## src/rtl/uvs_pkg.sv

```systemverilog
// ----------------------------------------------------------------------------
// uvs_pkg
// Shared constants, types and helpers of the UV sphere vertex generator.
// ----------------------------------------------------------------------------
`timescale 1ns / 1ps

package uvs_pkg;

   localparam int SEG_W        = 9;
   localparam int MAX_SEG      = 256;
   localparam int FRAC_BITS    = 15;
   localparam int IDX_W        = 17;
   localparam int TEX_W        = 17;
   localparam int POS_W        = 16;
   localparam int DIV_STEPS    = 25;
   localparam int DIV_NUM_W    = 25;
   localparam int CORDIC_STEPS = 20;
   localparam int CORDIC_W     = 32;
   localparam int STEP_IDX_W   = 5;
   // input reg, divider, fold, cordic, rotate, multiply, round
   localparam int LATENCY      = 1 + DIV_STEPS + 1 + CORDIC_STEPS + 3;
   localparam int TEX_DELAY    = LATENCY - DIV_STEPS - 1;

   localparam logic signed [CORDIC_W-1:0] CORDIC_GAIN = 32'sd652032874;

   localparam logic [SEG_W-1:0] SEG_RESET = 9'd16;

   // register indexes
   localparam logic CSR_COLUMNS = 1'b0;
   localparam logic CSR_ROWS    = 1'b1;

   // arctangent of 2^-i in 2^-32 turn units
   localparam logic signed [CORDIC_W-1:0] ATAN_TURNS [CORDIC_STEPS] = '{
      32'sd536870912, 32'sd316933406, 32'sd167458907, 32'sd85004756, 32'sd42667331,
      32'sd21354465, 32'sd10679838, 32'sd5340245, 32'sd2670163, 32'sd1335087,
      32'sd667544, 32'sd333772, 32'sd166886, 32'sd83443, 32'sd41722,
      32'sd20861, 32'sd10430, 32'sd5215, 32'sd2608, 32'sd1304
   };

   typedef struct packed {
      logic [DIV_NUM_W-1:0] num;
      logic [SEG_W-1:0]     rem;
   } div_lane_type;

   typedef struct packed {
      div_lane_type u;
      div_lane_type v;
   } div_pair_type;

   typedef struct packed {
      logic signed [CORDIC_W-1:0] x;
      logic signed [CORDIC_W-1:0] y;
      logic signed [CORDIC_W-1:0] z;
      logic [1:0]                 quad;
   } cordic_lane_type;

   typedef struct packed {
      cordic_lane_type u;
      cordic_lane_type v;
   } cordic_pair_type;

   typedef struct packed {
      logic [IDX_W-1:0] a0;
      logic [IDX_W-1:0] a1;
      logic [IDX_W-1:0] a2;
      logic [IDX_W-1:0] b0;
      logic [IDX_W-1:0] b1;
      logic [IDX_W-1:0] b2;
      logic             cell_valid;
   } side_type;

   typedef struct packed {
      logic [TEX_W-1:0] u;
      logic [TEX_W-1:0] v;
   } tex_type;

   // zero acts as one, above the maximum acts as the maximum
   function automatic logic [SEG_W-1:0] seg_count(input logic [SEG_W-1:0] r);
      logic [SEG_W-1:0] c;
      c = r;
      if (r == '0) begin
         c = SEG_W'(1);
      end else if (r > SEG_W'(MAX_SEG)) begin
         c = SEG_W'(MAX_SEG);
      end
      return c;
   endfunction

   // clamp to the signed position range
   function automatic logic signed [POS_W-1:0] sat_pos(input logic signed [63:0] v);
      logic signed [POS_W-1:0] r;
      r = POS_W'(v);
      if (v > 64'sd32767) begin
         r = 16'sd32767;
      end else if (v < -64'sd32768) begin
         r = -16'sd32768;
      end
      return r;
   endfunction

endpackage

```

## src/rtl/uvs_div_cell.sv

```systemverilog
// ----------------------------------------------------------------------------
// uvs_div_cell
// One restoring division step for the u and v texture lanes.
// ----------------------------------------------------------------------------
`timescale 1ns / 1ps

module uvs_div_cell
   import uvs_pkg::*;
(
   input  logic             clock,
   input  logic [SEG_W-1:0] div_u,
   input  logic [SEG_W-1:0] div_v,
   input  div_pair_type     lane_i,
   output div_pair_type     lane_o
);

   div_pair_type lane_ff;
   div_pair_type lane_in;

   function automatic div_lane_type div_step(input div_lane_type l,
                                             input logic [SEG_W-1:0] d);
      logic [SEG_W:0] t;
      div_lane_type   r;
      t = {l.rem, l.num[DIV_NUM_W-1]};
      if (t >= {1'b0, d}) begin
         r.rem = SEG_W'(t - {1'b0, d});
         r.num = {l.num[DIV_NUM_W-2:0], 1'b1};
      end else begin
         r.rem = t[SEG_W-1:0];
         r.num = {l.num[DIV_NUM_W-2:0], 1'b0};
      end
      return r;
   endfunction

   // shift in one dividend bit, retire one quotient bit
   always_comb begin
      lane_in.u = div_step(lane_i.u, div_u);
      lane_in.v = div_step(lane_i.v, div_v);
   end

   always_ff @(posedge clock) begin
      lane_ff <= lane_in;
   end

   assign lane_o = lane_ff;

endmodule

```

## config.mk

```make
export PLATFORM = sky130hd
export DESIGN_NAME = uvs_div_cell
export DESIGN_NICKNAME = d
export VERILOG_FILES = /design/src/rtl/uvs_pkg.sv /design/src/rtl/uvs_div_cell.sv
export SDC_FILE = /design/constraint.sdc
export NUM_CORES = 1
export LEC_CHECK = 0
export BUFFER_PORTS_ARGS = -buffer_cell sky130_fd_sc_hd__buf_2
export CAP_MARGIN = 10
export CORE_ASPECT_RATIO = 0.75
export CORE_UTILIZATION = 45
export CTS_BUF_LIST = sky130_fd_sc_hd__clkbuf_4
export DETAILED_ROUTE_END_ITERATION = 10
export GPL_ROUTABILITY_DRIVEN = 1
export PLACE_DENSITY = 0.92
export SLEW_MARGIN = 5
export SYNTH_ARGS = -nofsm -noshare
export SYNTH_HDL_FRONTEND = slang
export SYNTH_SLANG_ARGS = --single-unit
```

## constraint.sdc

```tcl
create_clock -name clock -period 5.9 [get_ports clock]
set_input_delay 0.295 -clock clock [delete_from_list [all_inputs] [get_ports clock]]
set_output_delay 0.295 -clock clock [all_outputs]
set_load 0.03 [all_outputs]
```

==> flow_summary.toml, run 1 <==
[synthesis]
mappedNetlistArea_um2 = 2410
synth_nets = 318
synth_area_leaders = "dfxtp_1 57%, ha_1 9.4%, inv_1 3.7%"
postSynthCellCount = 211
synth_ff_type = "dfxtp_1"
yosys_register_bits = 68
yosys_warnings = 0
ys_types = 39
avgSynthCellArea_um2 = 11.4
yosysTopAreaCell = "dfxtp_1"
synth_edf_count = 0
ys_seq_area_frac = 0.565
ys_async_sr_fraction = 0
netlist.area_leader.share = 0.565

[drt]
wl_um = 8620
num_vias = 2441
dr.pass1.iters = 4
drt.antenna.violating_nets = 0
drtIter0Drc = 137
drc = 0
viasPerCell = 4.89
wl_per_cell_um = 17.3

[pwr]
totalPowerFinal_mw = 1.17
internal_power_mw = 0.795
peakVddDrop_uv = 167
p_sw_mw = 0.378
seqPwrFrac = 0.440
p_comb_frac = 0.264
p_leak_nw = 1.98
p_sw_frac = 0.322
clockPowerShare = 0.296
powerDensity_nw_per_um2 = 301

[timing]
rsz0062_at_grt = "false"
timing.final.ws_setup_ps = 3670
finalSetupViolations = 0
fin_crit_ps = 2230
slew_headroom = 0.572
max_freq_ghz = 0.448
finalSetupTns_ps = 0
timing_worst_slew_pin_value_ps = 640
period_share = 0.378
hold_viol_final = 0
slew_violations = 0
whs_ps = 105

[finish]
fin_util = 0.778
largest_reg_flops = 68
design_area_um2 = 3900
final_nets = 530
area_delta_synth_final_pct = 61.9
final_cells = 499
diodes = 0
nFillCells = 326
drive_gt1_frac = 0.436

[outcome]
status = "completed"

[grt]
grt_pass1_wl_um = 12600
grt_usage = 0.311
grt_max_degree = 17
grt-ovfl-total = 0
grt_pass1_vias = 2442
antenna_found_initial = 0

[placement]
dp.cells = 436
dp_hpwl_um = 4880
globalplace.congestion = 0.820
postPlaceCellArea_um2 = 3260
portBuffers = 154
post-place-ws_ps = 3270

[worst_setup_path]
endpoint_kind = "flop"
path_cells = "buf_2, inv_1, ha_1, inv_1, fa_1, a211oi_2, o21ai_1, a211oi_4, mux2_2"
crit_arrival_ps = 2520
critPathBufInv = 3
critical_path_class = "input port to flop"
critPathLaunchType = "input port"
cp_top_family = "compound AO/OA/AOI/OAI gates"
crit_fanout = 16
crit_slowest_cell = "a211oi_4"
cp.required_ps = 6190
critPathMaxStageDelay_ps = 630
cpMostUsedCell = "inv_1"

[floorplanning]
ioPinCount = 155
die_w_um = 86.5
core_area_um2 = 5010
fp-row-count = 22
die_y_um = 65.4
die_area_um2 = 5650
start_util = 0.481

[cts]
path_clk_slew_ps = 110
clk_path_buf_depth = 2
clock_sinks = 68
cts.repair.resized = 0
htreeDepth = 3
cts_root_buf = "clkbuf_4"
cts_tree = "done"
cts_buffers = 9

[min_path]
hold_depth = 3
min_to = "lane_o[37]$_DFF_P_"
hold_path.startpoint = "lane_i[36]"
hp-class = "input port to flop"

[flow_run]
cap_violations = 0
-- cell usage after synthesis, types with 4 or more instances --
master and number:
nor2_1 9, nand2b_1 4, ha_1 18, dfxtp_1 68
xnor2_1 7, o21ai_0 8, inv_1 24, nand2_1 12
mux2_2 8, a21oi_1 10
-- power by group through the flow --
stage               clock (mW)  sequential, mW  combinational (mW)
floorplan                    0           0.613              0.0941
global placement             0           0.521               0.268
detailed placement           0           0.524               0.275
CTS                      0.344           0.513               0.301
global route             0.371           0.519               0.329
finish                   0.347           0.516               0.310
-- cells by family (layout without fill, tap and decap cells) --
| group | Yosys count | count (layout) | share of synthesized area |
|---|---|---|---|
| xor+xnor | 10 | 10 | 0.0364 |
| mux | 10 | 10 | 0.0478 |
| buf+inv | 26 | 242 | 0.0421 |
| flops | 68 | 68 | 0.565 |
| simple gates | 31 | 31 | 0.0608 |
| compound gates | 46 | 46 | 0.138 |
| fa+ha+maj | 20 | 20 | 0.110 |
-- cell type report --
| cell class | instances | area (um^2) | share of cell area |
|---|---|---|---|
| inverters | 25 | 93.8 | 0.0241 |
| clock buffers | 9 | 67.6 | 0.0173 |
| well taps | 72 | 90.1 | 0.0231 |
| multi-input cells | 117 | 946 | 0.243 |
| repair buffers | 202 | 1250 | 0.321 |
| clock inverters | 6 | 88.8 | 0.0228 |
| flip-flops and latches | 68 | 1360 | 0.349 |
-- layout by cell type (no fill, tap or decap), types with 4 or more instances in the layout --
cell type	n
dlygate4sd3_1	48
nor2_1	9
mux2_2	8
dfxtp_1	68
xnor2_1	7
inv_1	24
nand2b_1	4
ha_1	18
clkbuf_4	9
a21oi_1	10
o21ai_0	8
nand2_1	12
buf_2	154
-- tightest hold or removal path, stage by stage --
cell	delay, ps
buf_2	90
nand2_1	40
o31ai_1	50
-- timing repair --
| action | 4_1_cts | 5_1_grt |
|---|---|---|
| hold buffers | 48 | 0 |
| setup buffers | 0 | 0 |
| endpoints found under the hold margin | 48 | 0 |
-- worst max path at each step --
stage,from,depth (start not counted),slack [ps],to
floorplan,lane_i[67],8,3750,lane_o[35]$_DFF_P_
global placement,lane_i[67],9,3320,lane_o[35]$_DFF_P_
detailed placement,lane_i[67],9,3270,lane_o[35]$_DFF_P_
CTS,lane_i[67],10,3710,lane_o[42]$_DFF_P_
global route,lane_i[67],10,3560,lane_o[42]$_DFF_P_
finish,lane_i[67],9,3670,lane_o[35]$_DFF_P_
-- routing by layer --
layer / up-vias / routed length, um / GRT usage
met5: - / 0 / 0
met1: 1114 / 3290 / 0.325
li1: 1144 / - / -
met2: 141 / 4170 / 0.546
met4: 0 / 484 / 0.210
met3: 42 / 680 / 0.0892
Power figures use the tool's default switching activity.
==> run 2: changes to the inputs <==
--- a/config.mk
+++ b/config.mk
@@ -8,11 +8,11 @@
 export BUFFER_PORTS_ARGS = -buffer_cell sky130_fd_sc_hd__buf_2
 export CAP_MARGIN = 10
 export CORE_ASPECT_RATIO = 0.75
-export CORE_UTILIZATION = 45
+export CORE_UTILIZATION = 43
 export CTS_BUF_LIST = sky130_fd_sc_hd__clkbuf_4
 export DETAILED_ROUTE_END_ITERATION = 10
 export GPL_ROUTABILITY_DRIVEN = 1
-export PLACE_DENSITY = 0.92
+export PLACE_DENSITY = 0.89
 export SLEW_MARGIN = 5
 export SYNTH_ARGS = -nofsm -noshare
 export SYNTH_HDL_FRONTEND = slang
==> constraint.sdc (replaced) <==
create_clock -name clock -period 2.2 [get_ports clock]
set_input_delay 0.11 -clock clock [delete_from_list [all_inputs] [get_ports clock]]
set_output_delay 0.11 -clock clock [all_outputs]
set_load 0.03 [all_outputs]
==> run 2 against run 1 <==
Routed wire length decreased by 1.4%. Sequential cell count unchanged. Critical path depth down 2. Global-route usage shrank 1.9 points. Design area up 5.6%. Sequential share of layout area fell by 1.8 points. Utilization shrank 1.4 points. Combinational power rose to 2.8 times the previous value. Setup slack worse by 3600 ps. Largest cell class is now buffers. Largest power group unchanged.
==> flow_summary.toml, run 2 (synthesis gave the netlist of run 1 again) <==
[outcome]
status = "completed"

[worst_setup_path]
endpoint_kind = "flop"
critical_path_class = "input port to flop"
crit_arrival_ps = 2400
cp.required_ps = 2510
critPathLaunchType = "input port"
crit_fanout = 4

[timing]
max_freq_ghz = 0.478
slew_violations = 0
timing.final.ws_setup_ps = 109
timing_worst_slew_pin_value_ps = 525
hold_viol_final = 0
slew_headroom = 0.650
finalSetupViolations = 0
rsz0062_at_grt = "false"
fin_crit_ps = 2090
period_share = 0.951
finalSetupTns_ps = 0

[finish]
drive_gt1_frac = 0.423
diodes = 0
nFillCells = 348
final_nets = 551
final_cell_mix = "154 x buf_2, 68 x dfxtp_1, 66 x dlygate4sd3_1, 24 x inv_1, 18 x ha_1"
largest_reg_flops = 68
area_delta_synth_final_pct = 70.9
final_cells = 524
final_common_cell = "buf_2"

[pwr]
clockPowerShare = 0.299
p_leak_nw = 2.07
seqPwrFrac = 0.431
p_sw_frac = 0.322
totalPowerFinal_mw = 3.20
internal_power_mw = 2.17
peakVddDrop_uv = 490
powerDensity_nw_per_um2 = 778
p_sw_mw = 1.03
p_comb_frac = 0.270

[grt]
grt_max_degree = 14
grt-ovfl-total = 0
grt_pass1_vias = 2509
antenna_found_initial = 0
grt_usage = 0.292
grt_pass1_wl_um = 12400

[flow_run]
cap_violations = 0

[min_path]
hp-class = "input port to flop"

[drt]
drtIter0Drc = 80
wl_per_cell_um = 16.2
num_vias = 2491
dr.pass1.iters = 5
wl_um = 8500
viasPerCell = 4.75
drc = 0
drt.antenna.violating_nets = 0

[cts]
clk_path_buf_depth = 2
cts.repair.resized = 0
cts_root_buf = "clkbuf_4"
cts_tree = "done"
clock_sinks = 68
path_clk_slew_ps = 120
cts_buffers = 9
htreeDepth = 3
cts_setup_buffers = 0

[placement]
dp_hpwl_um = 4870
portBuffers = 154
dp.cells = 442
post-place-ws_ps = -14.8
globalplace.congestion = 0.862

[floorplanning]
ioPinCount = 155
die_w_um = 88.4
start_util = 0.448
die_y_um = 66.8
core_area_um2 = 5380
die_area_um2 = 5910
fp-row-count = 23
-- run 2: cell types whose count changed in the layout (fill, tap and decap cells not counted) --
cell | before | now
buf_4 | 0 | 3
clkinv_4 | 0 | 2
clkinvlp_4 | 2 | 1
dlygate4sd3_1 | 48 | 66
-- run 2: repair_timing --
action	4_1_cts	5_1_grt
hold endpoints to repair	66	0
hold buffers	66	0
setup endpoints to repair	0	0
-- run 2: final cells by class --
type	instances	area [um^2]	share of cell area
clock inverter	7	98.8	0.0240
inverter	25	93.8	0.0228
sequential	68	1360	0.331
clock buffer	9	67.6	0.0164
tap	75	93.8	0.0228
multi-input combinational	117	946	0.230
timing repair buffer	223	1450	0.353
-- run 2: through the flow --
step	utilization	area (um^2)	hold WS [ps]
3_3_place_gp	0.611	3290	213
4_1_cts	0.765	4120	18.1
5_1_grt	0.765	4120	52.5
6_report	0.765	4120	42.8
2_1_floorplan	-	2410	138
3_5_place_dp	0.611	3290	214
-- run 2: power by group through the flow --
stage | Sequential, mW | Combinational [mW] | Clock, mW
6_report | 1.38 | 0.863 | 0.956
5_1_grt | 1.39 | 0.919 | 1.03
4_1_cts | 1.37 | 0.844 | 0.956
3_5_place_dp | 1.40 | 0.749 | 0
3_3_place_gp | 1.40 | 0.728 | 0
2_1_floorplan | 1.64 | 0.252 | 0
-- run 2: worst paths after layout --
check,start,to,slack [ps],cells after the start
max,lane_i[34],lane_o[35]$_DFF_P_,110,7
min,div_u[0],lane_o[34]$_DFF_P_,40,3
-- run 2: layer usage --
metal,part of all wire,GRT usage,routed length [um],vias up
met5,0,0,0,-
met4,0.043,0.175,366,0
met3,0.072,0.0892,612,32
met2,0.50,0.524,4220,132
met1,0.39,0.299,3300,1134
li1,-,-,-,1193
-- run 2: worst max-delay path: stages --
cell and delay (ps):
dlygate4sd3_1 560, buf_2 160, fa_1 420, a211oi_2 230, o21ai_1 180, a211oi_4 360
mux2_2 380
